## config.mk

```make
export PLATFORM = sky130hd
export DESIGN_NAME = sound_slot_cache
export DESIGN_NICKNAME = d
export VERILOG_FILES = /design/src/design/ssc_pkg.sv /design/src/design/ssc_datapath.sv /design/src/design/ssc_ctrl.sv /design/src/design/sound_slot_cache.sv
export VERILOG_INCLUDE_DIRS = /design/src /design/src/design
export SDC_FILE = /design/constraint.sdc
export NUM_CORES = 2
export LEC_CHECK = 0
export ABC_AREA = 1
export BUFFER_PORTS_ARGS = -buffer_cell sky130_fd_sc_hd__buf_2
export CORE_UTILIZATION = 60
export DETAILED_ROUTE_END_ITERATION = 10
export HOLD_SLACK_MARGIN = 0.15
export MAX_ROUTING_LAYER = met4
export PLACE_DENSITY_LB_ADDON = 0.3
export SLEW_MARGIN = 5
export SYNTH_ARGS = -nofsm -noshare
export SYNTH_HDL_FRONTEND = slang
export SYNTH_SLANG_ARGS = --single-unit
```

## constraint.sdc

```tcl
create_clock -name clk -period 3.1 [get_ports clk]
set_input_delay 0.465 -clock clk [delete_from_list [all_inputs] [get_ports clk]]
set_output_delay 0.465 -clock clk [all_outputs]
set_load 0.02 [all_outputs]
```

## src/design/sound_slot_cache_assert.svh

```systemverilog
// Assertion macros used by the sound slot cache datapath
`ifndef SOUND_SLOT_CACHE_ASSERT_SVH
`define SOUND_SLOT_CACHE_ASSERT_SVH

// property must hold at every clock edge outside reset
`define SSC_ASSERT(lbl, prop, msg) \
    lbl: assert property (@(posedge clk) disable iff (!rst_n) prop) else $error(msg);

// condition must never be seen at a clock edge outside reset
`define SSC_ASSERT_NEVER(lbl, cond, msg) \
    lbl: assert property (@(posedge clk) disable iff (!rst_n) !(cond)) else $error(msg);

`endif

```

## src/design/ssc_pkg.sv

```systemverilog
// Shared types and constants of the sound slot cache
`default_nettype none

package ssc_pkg;

    localparam int SLOT_COUNT_DEF = 20;
    localparam int SLOT_BASE_DEF  = 1;

    localparam int ACT_W  = 3;
    localparam int NUM_W  = 16;
    localparam int FADE_W = 16;
    localparam int SLOT_W = 5;

    typedef enum logic [ACT_W-1:0] {
        ACT_PREPARE  = 3'd0,
        ACT_PLAY     = 3'd1,
        ACT_STOP     = 3'd2,
        ACT_RELEASE  = 3'd3,
        ACT_STOP_ALL = 3'd4
    } action_t;

    // controller -> datapath
    typedef struct packed {
        logic capture;
        logic commit;
        logic sweep_step;
    } ctrl_cmd_t;

    // datapath -> controller
    typedef struct packed {
        logic in_is_lookup;
        logic in_is_sweep;
        logic out_free;
        logic occ_empty;
        logic sweep_last;
    } dp_status_t;

endpackage

`default_nettype wire

```

## src/design/ssc_datapath.sv

```systemverilog
// Datapath of the sound slot cache: slot table, compare vectors and output register
`default_nettype none

`include "sound_slot_cache_assert.svh"

module ssc_datapath #(
    parameter int SLOT_COUNT = ssc_pkg::SLOT_COUNT_DEF,
    parameter int SLOT_BASE  = ssc_pkg::SLOT_BASE_DEF
) (
    input  wire logic               clk,
    input  wire logic               rst_n,
    input  wire ssc_pkg::ctrl_cmd_t cmd,
    output ssc_pkg::dp_status_t     status,
    input  wire logic [31:0]        s_tdata,
    input  wire logic [7:0]         s_tuser,
    output logic                    m_tvalid,
    input  wire logic               m_tready,
    output logic [31:0]             m_tdata,
    output logic                    m_tlast
);

    localparam int IW = $clog2(SLOT_COUNT);

    function automatic logic [SLOT_COUNT-1:0] lowest_one(input logic [SLOT_COUNT-1:0] v);
        lowest_one = v & (~v + {{(SLOT_COUNT-1){1'b0}}, 1'b1});
    endfunction

    function automatic logic [IW-1:0] encode(input logic [SLOT_COUNT-1:0] onehot);
        logic [IW-1:0] idx;
        idx = '0;
        for (int i = 0; i < SLOT_COUNT; i++)
        begin
            idx = idx | (onehot[i] ? IW'(i) : {IW{1'b0}});
        end
        encode = idx;
    endfunction

    function automatic logic [ssc_pkg::SLOT_W-1:0] slot_of(input logic [IW-1:0] idx);
        logic [31:0] sum;
        sum = {{(32-IW){1'b0}}, idx} + 32'(SLOT_BASE);
        slot_of = sum[ssc_pkg::SLOT_W-1:0];
    endfunction

    logic [ssc_pkg::NUM_W-1:0]  owner_reg [SLOT_COUNT];
    logic [IW-1:0]              victim_reg;
    logic [IW-1:0]              victim_next;
    ssc_pkg::action_t           act_reg;
    logic [ssc_pkg::NUM_W-1:0]  num_reg;
    logic [ssc_pkg::FADE_W-1:0] fade_reg;
    logic [SLOT_COUNT-1:0]      match_reg;
    logic [SLOT_COUNT-1:0]      occ_reg;
    logic [SLOT_COUNT-1:0]      match_next;
    logic [SLOT_COUNT-1:0]      occ_next;

    logic                       out_valid_reg;
    logic                       out_found_reg;
    logic [ssc_pkg::SLOT_W-1:0] out_slot_reg;
    logic                       out_load_reg;
    logic                       out_play_reg;
    logic                       out_fade_reg;
    logic [ssc_pkg::FADE_W-1:0] out_dur_reg;
    logic                       out_last_reg;

    ssc_pkg::action_t           in_act;
    logic [ssc_pkg::NUM_W-1:0]  in_num;
    logic                       hit;
    logic [IW-1:0]              hit_idx;
    logic [SLOT_COUNT-1:0]      sweep_one;
    logic [IW-1:0]              sweep_idx;
    logic                       is_lookup_act;
    logic                       out_free;

    assign in_act = ssc_pkg::action_t'(s_tuser[ssc_pkg::ACT_W-1:0]);
    assign in_num = s_tdata[ssc_pkg::NUM_W-1:0];

    always_comb
    begin
        for (int i = 0; i < SLOT_COUNT; i++)
        begin
            match_next[i] = (owner_reg[i] == in_num);
            occ_next[i]   = (owner_reg[i] != '0);
        end
    end

    assign hit           = |match_reg;
    assign hit_idx       = encode(lowest_one(match_reg));
    assign sweep_one     = lowest_one(occ_reg);
    assign sweep_idx     = encode(sweep_one);
    assign is_lookup_act = (act_reg == ssc_pkg::ACT_PREPARE) || (act_reg == ssc_pkg::ACT_PLAY);
    assign out_free      = !out_valid_reg || m_tready;
    assign victim_next   = (victim_reg == IW'(SLOT_COUNT - 1)) ? '0 : victim_reg + 1'b1;

    assign status.in_is_lookup = (in_act == ssc_pkg::ACT_PREPARE) || (in_act == ssc_pkg::ACT_PLAY)
                              || (in_act == ssc_pkg::ACT_STOP) || (in_act == ssc_pkg::ACT_RELEASE);
    assign status.in_is_sweep  = (in_act == ssc_pkg::ACT_STOP_ALL);
    assign status.out_free     = out_free;
    assign status.occ_empty    = (occ_reg == '0);
    assign status.sweep_last   = ((occ_reg & ~sweep_one) == '0);

    // item capture; compare against the table happens at the same edge
    always_ff @(posedge clk)
    begin
        if (cmd.capture)
        begin
            act_reg  <= in_act;
            num_reg  <= in_num;
            fade_reg <= s_tdata[ssc_pkg::NUM_W +: ssc_pkg::FADE_W];
        end
    end

    always_ff @(posedge clk or negedge rst_n)
    begin
        if (!rst_n)
        begin
            for (int i = 0; i < SLOT_COUNT; i++)
            begin
                owner_reg[i] <= '0;
            end
            victim_reg <= '0;
            match_reg  <= '0;
            occ_reg    <= '0;
        end
        else
        begin
            if (cmd.capture)
            begin
                match_reg <= match_next;
                occ_reg   <= occ_next;
            end
            if (cmd.commit)
            begin
                if (is_lookup_act)
                begin
                    if (!hit)
                    begin
                        owner_reg[victim_reg] <= num_reg;
                        victim_reg            <= victim_next;
                    end
                end
                else if (hit)
                begin
                    owner_reg[hit_idx] <= '0;
                end
            end
            if (cmd.sweep_step)
            begin
                owner_reg[sweep_idx] <= '0;
                occ_reg              <= occ_reg & ~sweep_one;
            end
        end
    end

    always_ff @(posedge clk or negedge rst_n)
    begin
        if (!rst_n)
        begin
            out_valid_reg <= 1'b0;
        end
        else if (cmd.commit || cmd.sweep_step)
        begin
            out_valid_reg <= 1'b1;
        end
        else if (m_tready)
        begin
            out_valid_reg <= 1'b0;
        end
    end

    always_ff @(posedge clk)
    begin
        if (cmd.commit)
        begin
            out_last_reg <= 1'b1;
            if (is_lookup_act)
            begin
                out_found_reg <= 1'b1;
                out_slot_reg  <= slot_of(hit ? hit_idx : victim_reg);
                out_load_reg  <= !hit;
                out_play_reg  <= (act_reg == ssc_pkg::ACT_PLAY);
                out_fade_reg  <= 1'b0;
                out_dur_reg   <= '0;
            end
            else
            begin
                out_found_reg <= hit;
                out_slot_reg  <= hit ? slot_of(hit_idx) : '0;
                out_load_reg  <= 1'b0;
                out_play_reg  <= 1'b0;
                out_fade_reg  <= hit && (act_reg == ssc_pkg::ACT_STOP);
                out_dur_reg   <= (hit && (act_reg == ssc_pkg::ACT_STOP)) ? fade_reg : '0;
            end
        end
        else if (cmd.sweep_step)
        begin
            out_found_reg <= 1'b1;
            out_slot_reg  <= slot_of(sweep_idx);
            out_load_reg  <= 1'b0;
            out_play_reg  <= 1'b0;
            out_fade_reg  <= 1'b1;
            out_dur_reg   <= fade_reg;
            out_last_reg  <= status.sweep_last;
        end
    end

    assign m_tvalid = out_valid_reg;
    assign m_tlast  = out_last_reg;
    assign m_tdata  = {7'b0, out_dur_reg, out_fade_reg, out_play_reg, out_load_reg,
                       out_slot_reg, out_found_reg};

    `SSC_ASSERT(a_victim_range, victim_reg <= IW'(SLOT_COUNT - 1), "victim pointer out of range")
    `SSC_ASSERT_NEVER(a_load_busy, (cmd.commit || cmd.sweep_step) && !out_free, "output overwritten")
    `SSC_ASSERT(a_sweep_clears,
                cmd.sweep_step |=> $countones(occ_reg) + 1 == $countones($past(occ_reg)),
                "sweep did not clear one slot")

endmodule

`default_nettype wire

```

## src/design/ssc_ctrl.sv

```systemverilog
// Controller state machine of the sound slot cache
`default_nettype none

module ssc_ctrl (
    input  wire logic                clk,
    input  wire logic                rst_n,
    input  wire logic                s_tvalid,
    output logic                     s_tready,
    input  wire ssc_pkg::dp_status_t status,
    output ssc_pkg::ctrl_cmd_t       cmd
);

    typedef enum logic [2:0] {
        ST_IDLE   = 3'b001,
        ST_COMMIT = 3'b010,
        ST_SWEEP  = 3'b100
    } state_t;

    state_t state_reg;
    state_t state_next;

    always_comb
    begin
        state_next     = state_reg;
        cmd.capture    = 1'b0;
        cmd.commit     = 1'b0;
        cmd.sweep_step = 1'b0;
        s_tready       = 1'b0;
        case (state_reg)
            ST_IDLE:
            begin
                s_tready = 1'b1;
                if (s_tvalid)
                begin
                    cmd.capture = 1'b1;
                    // unknown actions are taken and dropped
                    if (status.in_is_lookup)
                        state_next = ST_COMMIT;
                    else if (status.in_is_sweep)
                        state_next = ST_SWEEP;
                end
            end
            ST_COMMIT:
            begin
                if (status.out_free)
                begin
                    cmd.commit = 1'b1;
                    state_next = ST_IDLE;
                end
            end
            ST_SWEEP:
            begin
                if (status.occ_empty)
                    state_next = ST_IDLE;
                else if (status.out_free)
                begin
                    cmd.sweep_step = 1'b1;
                    if (status.sweep_last)
                        state_next = ST_IDLE;
                end
            end
            default:
            begin
                state_next = ST_IDLE;
            end
        endcase
    end

    always_ff @(posedge clk or negedge rst_n)
    begin
        if (!rst_n)
            state_reg <= ST_IDLE;
        else
            state_reg <= state_next;
    end

endmodule

`default_nettype wire

```

## src/design/sound_slot_cache.sv

```systemverilog
// Sound slot cache: maps sound numbers to playback slots, round-robin replacement
//
// Input channel s_*: one command item per handshake; s_tuser carries the action,
// s_tdata the sound number and fade time. Output channel m_*: result items, with
// m_tlast on the final result of each command.
// Prepare, play, stop and release give one result. The number is compared with all
// slots at the accepting edge into a registered match vector; the table and the output
// register are updated in the commit state once the output register is free.
// Stop-all clears the occupied slots from the lowest slot upward, one result per cycle
// while the output register is free; with no occupied slot it gives no result.
// Unknown actions are accepted and dropped.
// A registered output stage separates the channels: a new command is taken while
// the last result still waits; a stalled receiver holds results in that register
// and pauses the controller before the next result is produced.
// Reset empties every slot and sets the replacement pointer to the first slot at
// once; the block is ready as soon as reset is released.
`default_nettype none

module sound_slot_cache #(
    parameter int SLOT_COUNT = ssc_pkg::SLOT_COUNT_DEF,
    parameter int SLOT_BASE  = ssc_pkg::SLOT_BASE_DEF
) (
    input  wire logic        clk,
    input  wire logic        rst_n,
    input  wire logic        s_tvalid,
    output logic             s_tready,
    input  wire logic [31:0] s_tdata,   // sound_number[15:0], fade_time[31:16]
    input  wire logic [7:0]  s_tuser,   // action[2:0], zero above
    output logic             m_tvalid,
    input  wire logic        m_tready,
    output logic [31:0]      m_tdata,   // found[0], slot[5:1], load_request[6],
                                        // play_request[7], fade_request[8],
                                        // fade_duration[24:9], zero above
    output logic             m_tlast    // last
);

    ssc_pkg::ctrl_cmd_t  cmd;
    ssc_pkg::dp_status_t status;

    ssc_ctrl u_ctrl (
        .clk      (clk),
        .rst_n    (rst_n),
        .s_tvalid (s_tvalid),
        .s_tready (s_tready),
        .status   (status),
        .cmd      (cmd)
    );

    ssc_datapath #(
        .SLOT_COUNT (SLOT_COUNT),
        .SLOT_BASE  (SLOT_BASE)
    ) u_datapath (
        .clk      (clk),
        .rst_n    (rst_n),
        .cmd      (cmd),
        .status   (status),
        .s_tdata  (s_tdata),
        .s_tuser  (s_tuser),
        .m_tvalid (m_tvalid),
        .m_tready (m_tready),
        .m_tdata  (m_tdata),
        .m_tlast  (m_tlast)
    );

endmodule

`default_nettype wire

```

==> impl_metrics.json <==
{
  "path_depth": 13,
  "cp_max_fo": 32,
  "power_density_mw_per_mm2": 852.4,
  "root_buffer": "clkbuf_16",
  "ys_seq_area_frac": 0.3780,
  "setup_tns_ps": 0,
  "synth.area.top_cells": "dfrtp_1 (31%), o211ai_1 (8.0%), nand2_1 (6.9%)",
  "drv_cap": 0,
  "slowest_stage": "dfrtp_1",
  "reg2reg_depth": 13,
  "p_total_uw": 27810,
  "worst_slew_pin_slew_ps": 1264,
  "cts_tree": "built",
  "num_io_pins": 79,
  "grt_pass1_vias": 27690,
  "fp.coreArea_mm2": 0.04795,
  "nets": 4036,
  "place_inst": 4525,
  "critical_path_required_ps": 3580,
  "cts_made_buffers": 48,
  "path_buf_inv": 3,
  "wl_per_cell_um": 23.95,
  "h-tree-depth": 2,
  "initial_utilization": 0.6100,
  "synth_top_area_frac": 0.3149,
  "final.setup_skew_ps": 20.34,
  "synth_edf_count": 60,
  "setup_viol": 0,
  "cpPeakStageDelay_ps": 410,
  "hold_viol_final": 0,
  "yosysTopAreaCell": "dfrtp_1",
  "ys_ff_latch": 430,
  "track_usage": 0.4551,
  "yosys.cell_count.top_type": "nand2_1",
  "dpl.hpwl_um": 68690,
  "final_cells": 4631,
  "clock_latency_ps": 610,
  "syn_inst": 3967,
  "antenna_found_initial": 3,
  "status": "finished, final reports clean",
  "cts_buffer_depth": 3,
  "synth_async_sr_flop_share": 0.8581,
  "ys_types": 53,
  "num_vias": 30450,
  "path_cells": "nor2_1 > buf_4 > nand2_1 > nor2_4 > buf_4 > nand3_2 > buf_4 > nor2_4 > nand2_4 > a21oi_1 > o21ai_1 > o211ai_1 > nor2_1",
  "clkSinkCount": 430,
  "largest_reg_flops": 320,
  "synth-main-ff-cell": "dfrtp_1",
  "clk_pin_slew_ps": 60,
  "fp.dieArea_mm2": 0.04963,
  "drc": 0,
  "critPathLaunchType": "register",
  "yosys_warnings": 0,
  "chipHeight_um": 222.8,
  "end_kind": "register",
  "crit_top_cell": "buf_4",
  "via_per_inst": 6.576,
  "finalCritPeriodShare": 0.9624,
  "max_slew_margin": 0.1566,
  "peakVddDrop_uv": 450.3,
  "grt_pass1_wl_um": 167000,
  "slew_viol_final": 0,
  "area_delta_synth_final_pct": 11.54,
  "grt_overflow": 0,
  "placementRows": 80,
  "netlist_area_mm2": 0.02925,
  "p_leak_uw": 0.01382,
  "crit_type": "register to register",
  "die_w_um": 222.8,
  "firstDrtPassIters": 7,
  "drive_gt1_frac": 0.09718,
  "synth_commonest_cells": "nand2_1 (541), nor2_1 (504), a21oi_1 (375)",
  "min_delay_path_depth": 4,
  "grt_max_degree": 193,
  "dr.first_iter.drc_count": 5040,
  "hold_class": "primary input to register",
  "port_buffers": 66,
  "hold_slack_ps": 301.3,
  "wl_um": 110900,
  "postRouteAntennaNets": 0,
  "critPathArrivalTime_ps": 3460,
  "finalCriticalPeriod_ps": 2984,
  "finish.utilization": 0.6804,
  "syn_avg_cell_area_um2": 7.373,
  "rsz0062_at_grt": "no",
  "place.gp.congestion": 1.054,
  "fmaxAchievable_mhz": 335.2,
  "cp_top_family": "simple AND/OR/NAND/NOR gates"
}
[through the flow]
step	area [um^2]	worst slack, ps
6_report	32620	116.5
5_1_grt	32620	10.98
4_1_cts	32600	61.22
3_5_place_dp	30790	-22.15
3_3_place_gp	30790	0.06062
2_1_floorplan	29270	352.1
[cells by family after synthesis]
group / synth area share
flops: 0.3780
xor+xnor: 0.05899
buf+inv: 0.09334
compound gates: 0.2453
other cells: 0.0001282
fa+ha+maj: 0.004706
simple gates: 0.2195
[cell type report]
cell class,instances,area [um^2]
clock inverters,14,221.5
clock buffers,68,1378
inverters,374,1405
flip-flops and latches,430,11060
diodes,3,7.507
repair buffers,259,2255
fillers,3936,15320
well taps,615,769.5
multi-input cells,2868,15530
[cells in the final DEF (no fill, tap or decap), drive strengths merged, types with 11 or more instances in the layout]
master       Yosys  final
clkbuf         182     68
nor4            69     69
nor2           524    524
dlygate4sd3      0     21
nand3          126    126
buf            119    238
o211ai         310    310
dfrtp          368    368
xnor2          108    108
o21ai          421    421
nand2          549    549
o221ai          49     49
xor2            89     89
clkinv           6     11
o41ai           19     19
inv            368    368
nand4          101    101
a21oi          376    376
edfxtp          60     60
nor3            53     53
ha              11     11
[where the power goes]
part           switching [uW]  leakage (uW)  internal (uW)  total (uW)
registers                2870       0.00472           8230       11100
logic                    6520       0.00833           4210       10700
clock network            2420      0.000777           3560        5980
[per-layer routing]
metal,part of all wire,global-route usage
met5,0,-
met4,0.070,0.2705
met3,0.15,0.1260
met2,0.41,0.6261
met1,0.37,0.5953
[what timing repair did]
| action | 4_1_cts | 5_1_grt |
|---|---|---|
| setup buffers | 0 | 0 |
| gates resized for setup | 1 | 3 |
| hold buffers | 21 | 0 |
| endpoints found under the setup margin | 2 | 24 |
| endpoints found under the hold margin | 86 | 0 |
[worst reg2reg max path: stages (launching register included)]
cell	delay [ps]
dfrtp_1	410
nor2_1	340
buf_4	190
nand2_1	90
nor2_4	120
buf_4	140
nand3_2	180
buf_4	300
nor2_4	210
nand2_4	260
a21oi_1	300
o21ai_1	110
o211ai_1	140
nor2_1	80
[path summary, 6_finish.rpt]
kind                            slack, ps                                start                                  end
worst min register to register        470      u_datapath.m_tlast$_SDFFE_PP1P_      u_datapath.m_tlast$_SDFFE_PP1P_
max in group asynchronous            1730                                rst_n  u_datapath.owner_reg[153]$_DFF_PN0_
worst max register to register        120  u_datapath.match_reg[4]$_DFFE_PN0P_   u_datapath.owner_reg[28]$_DFF_PN0_
min in group asynchronous             550                                rst_n  u_datapath.owner_reg[297]$_DFF_PN0_
worst max-delay path                  120  u_datapath.match_reg[4]$_DFFE_PN0P_   u_datapath.owner_reg[28]$_DFF_PN0_
worst min-delay path                  300                             m_tready      u_datapath.m_tvalid$_DFFE_PN0P_
No activity file was read; power rests on OpenSTA's default activity.
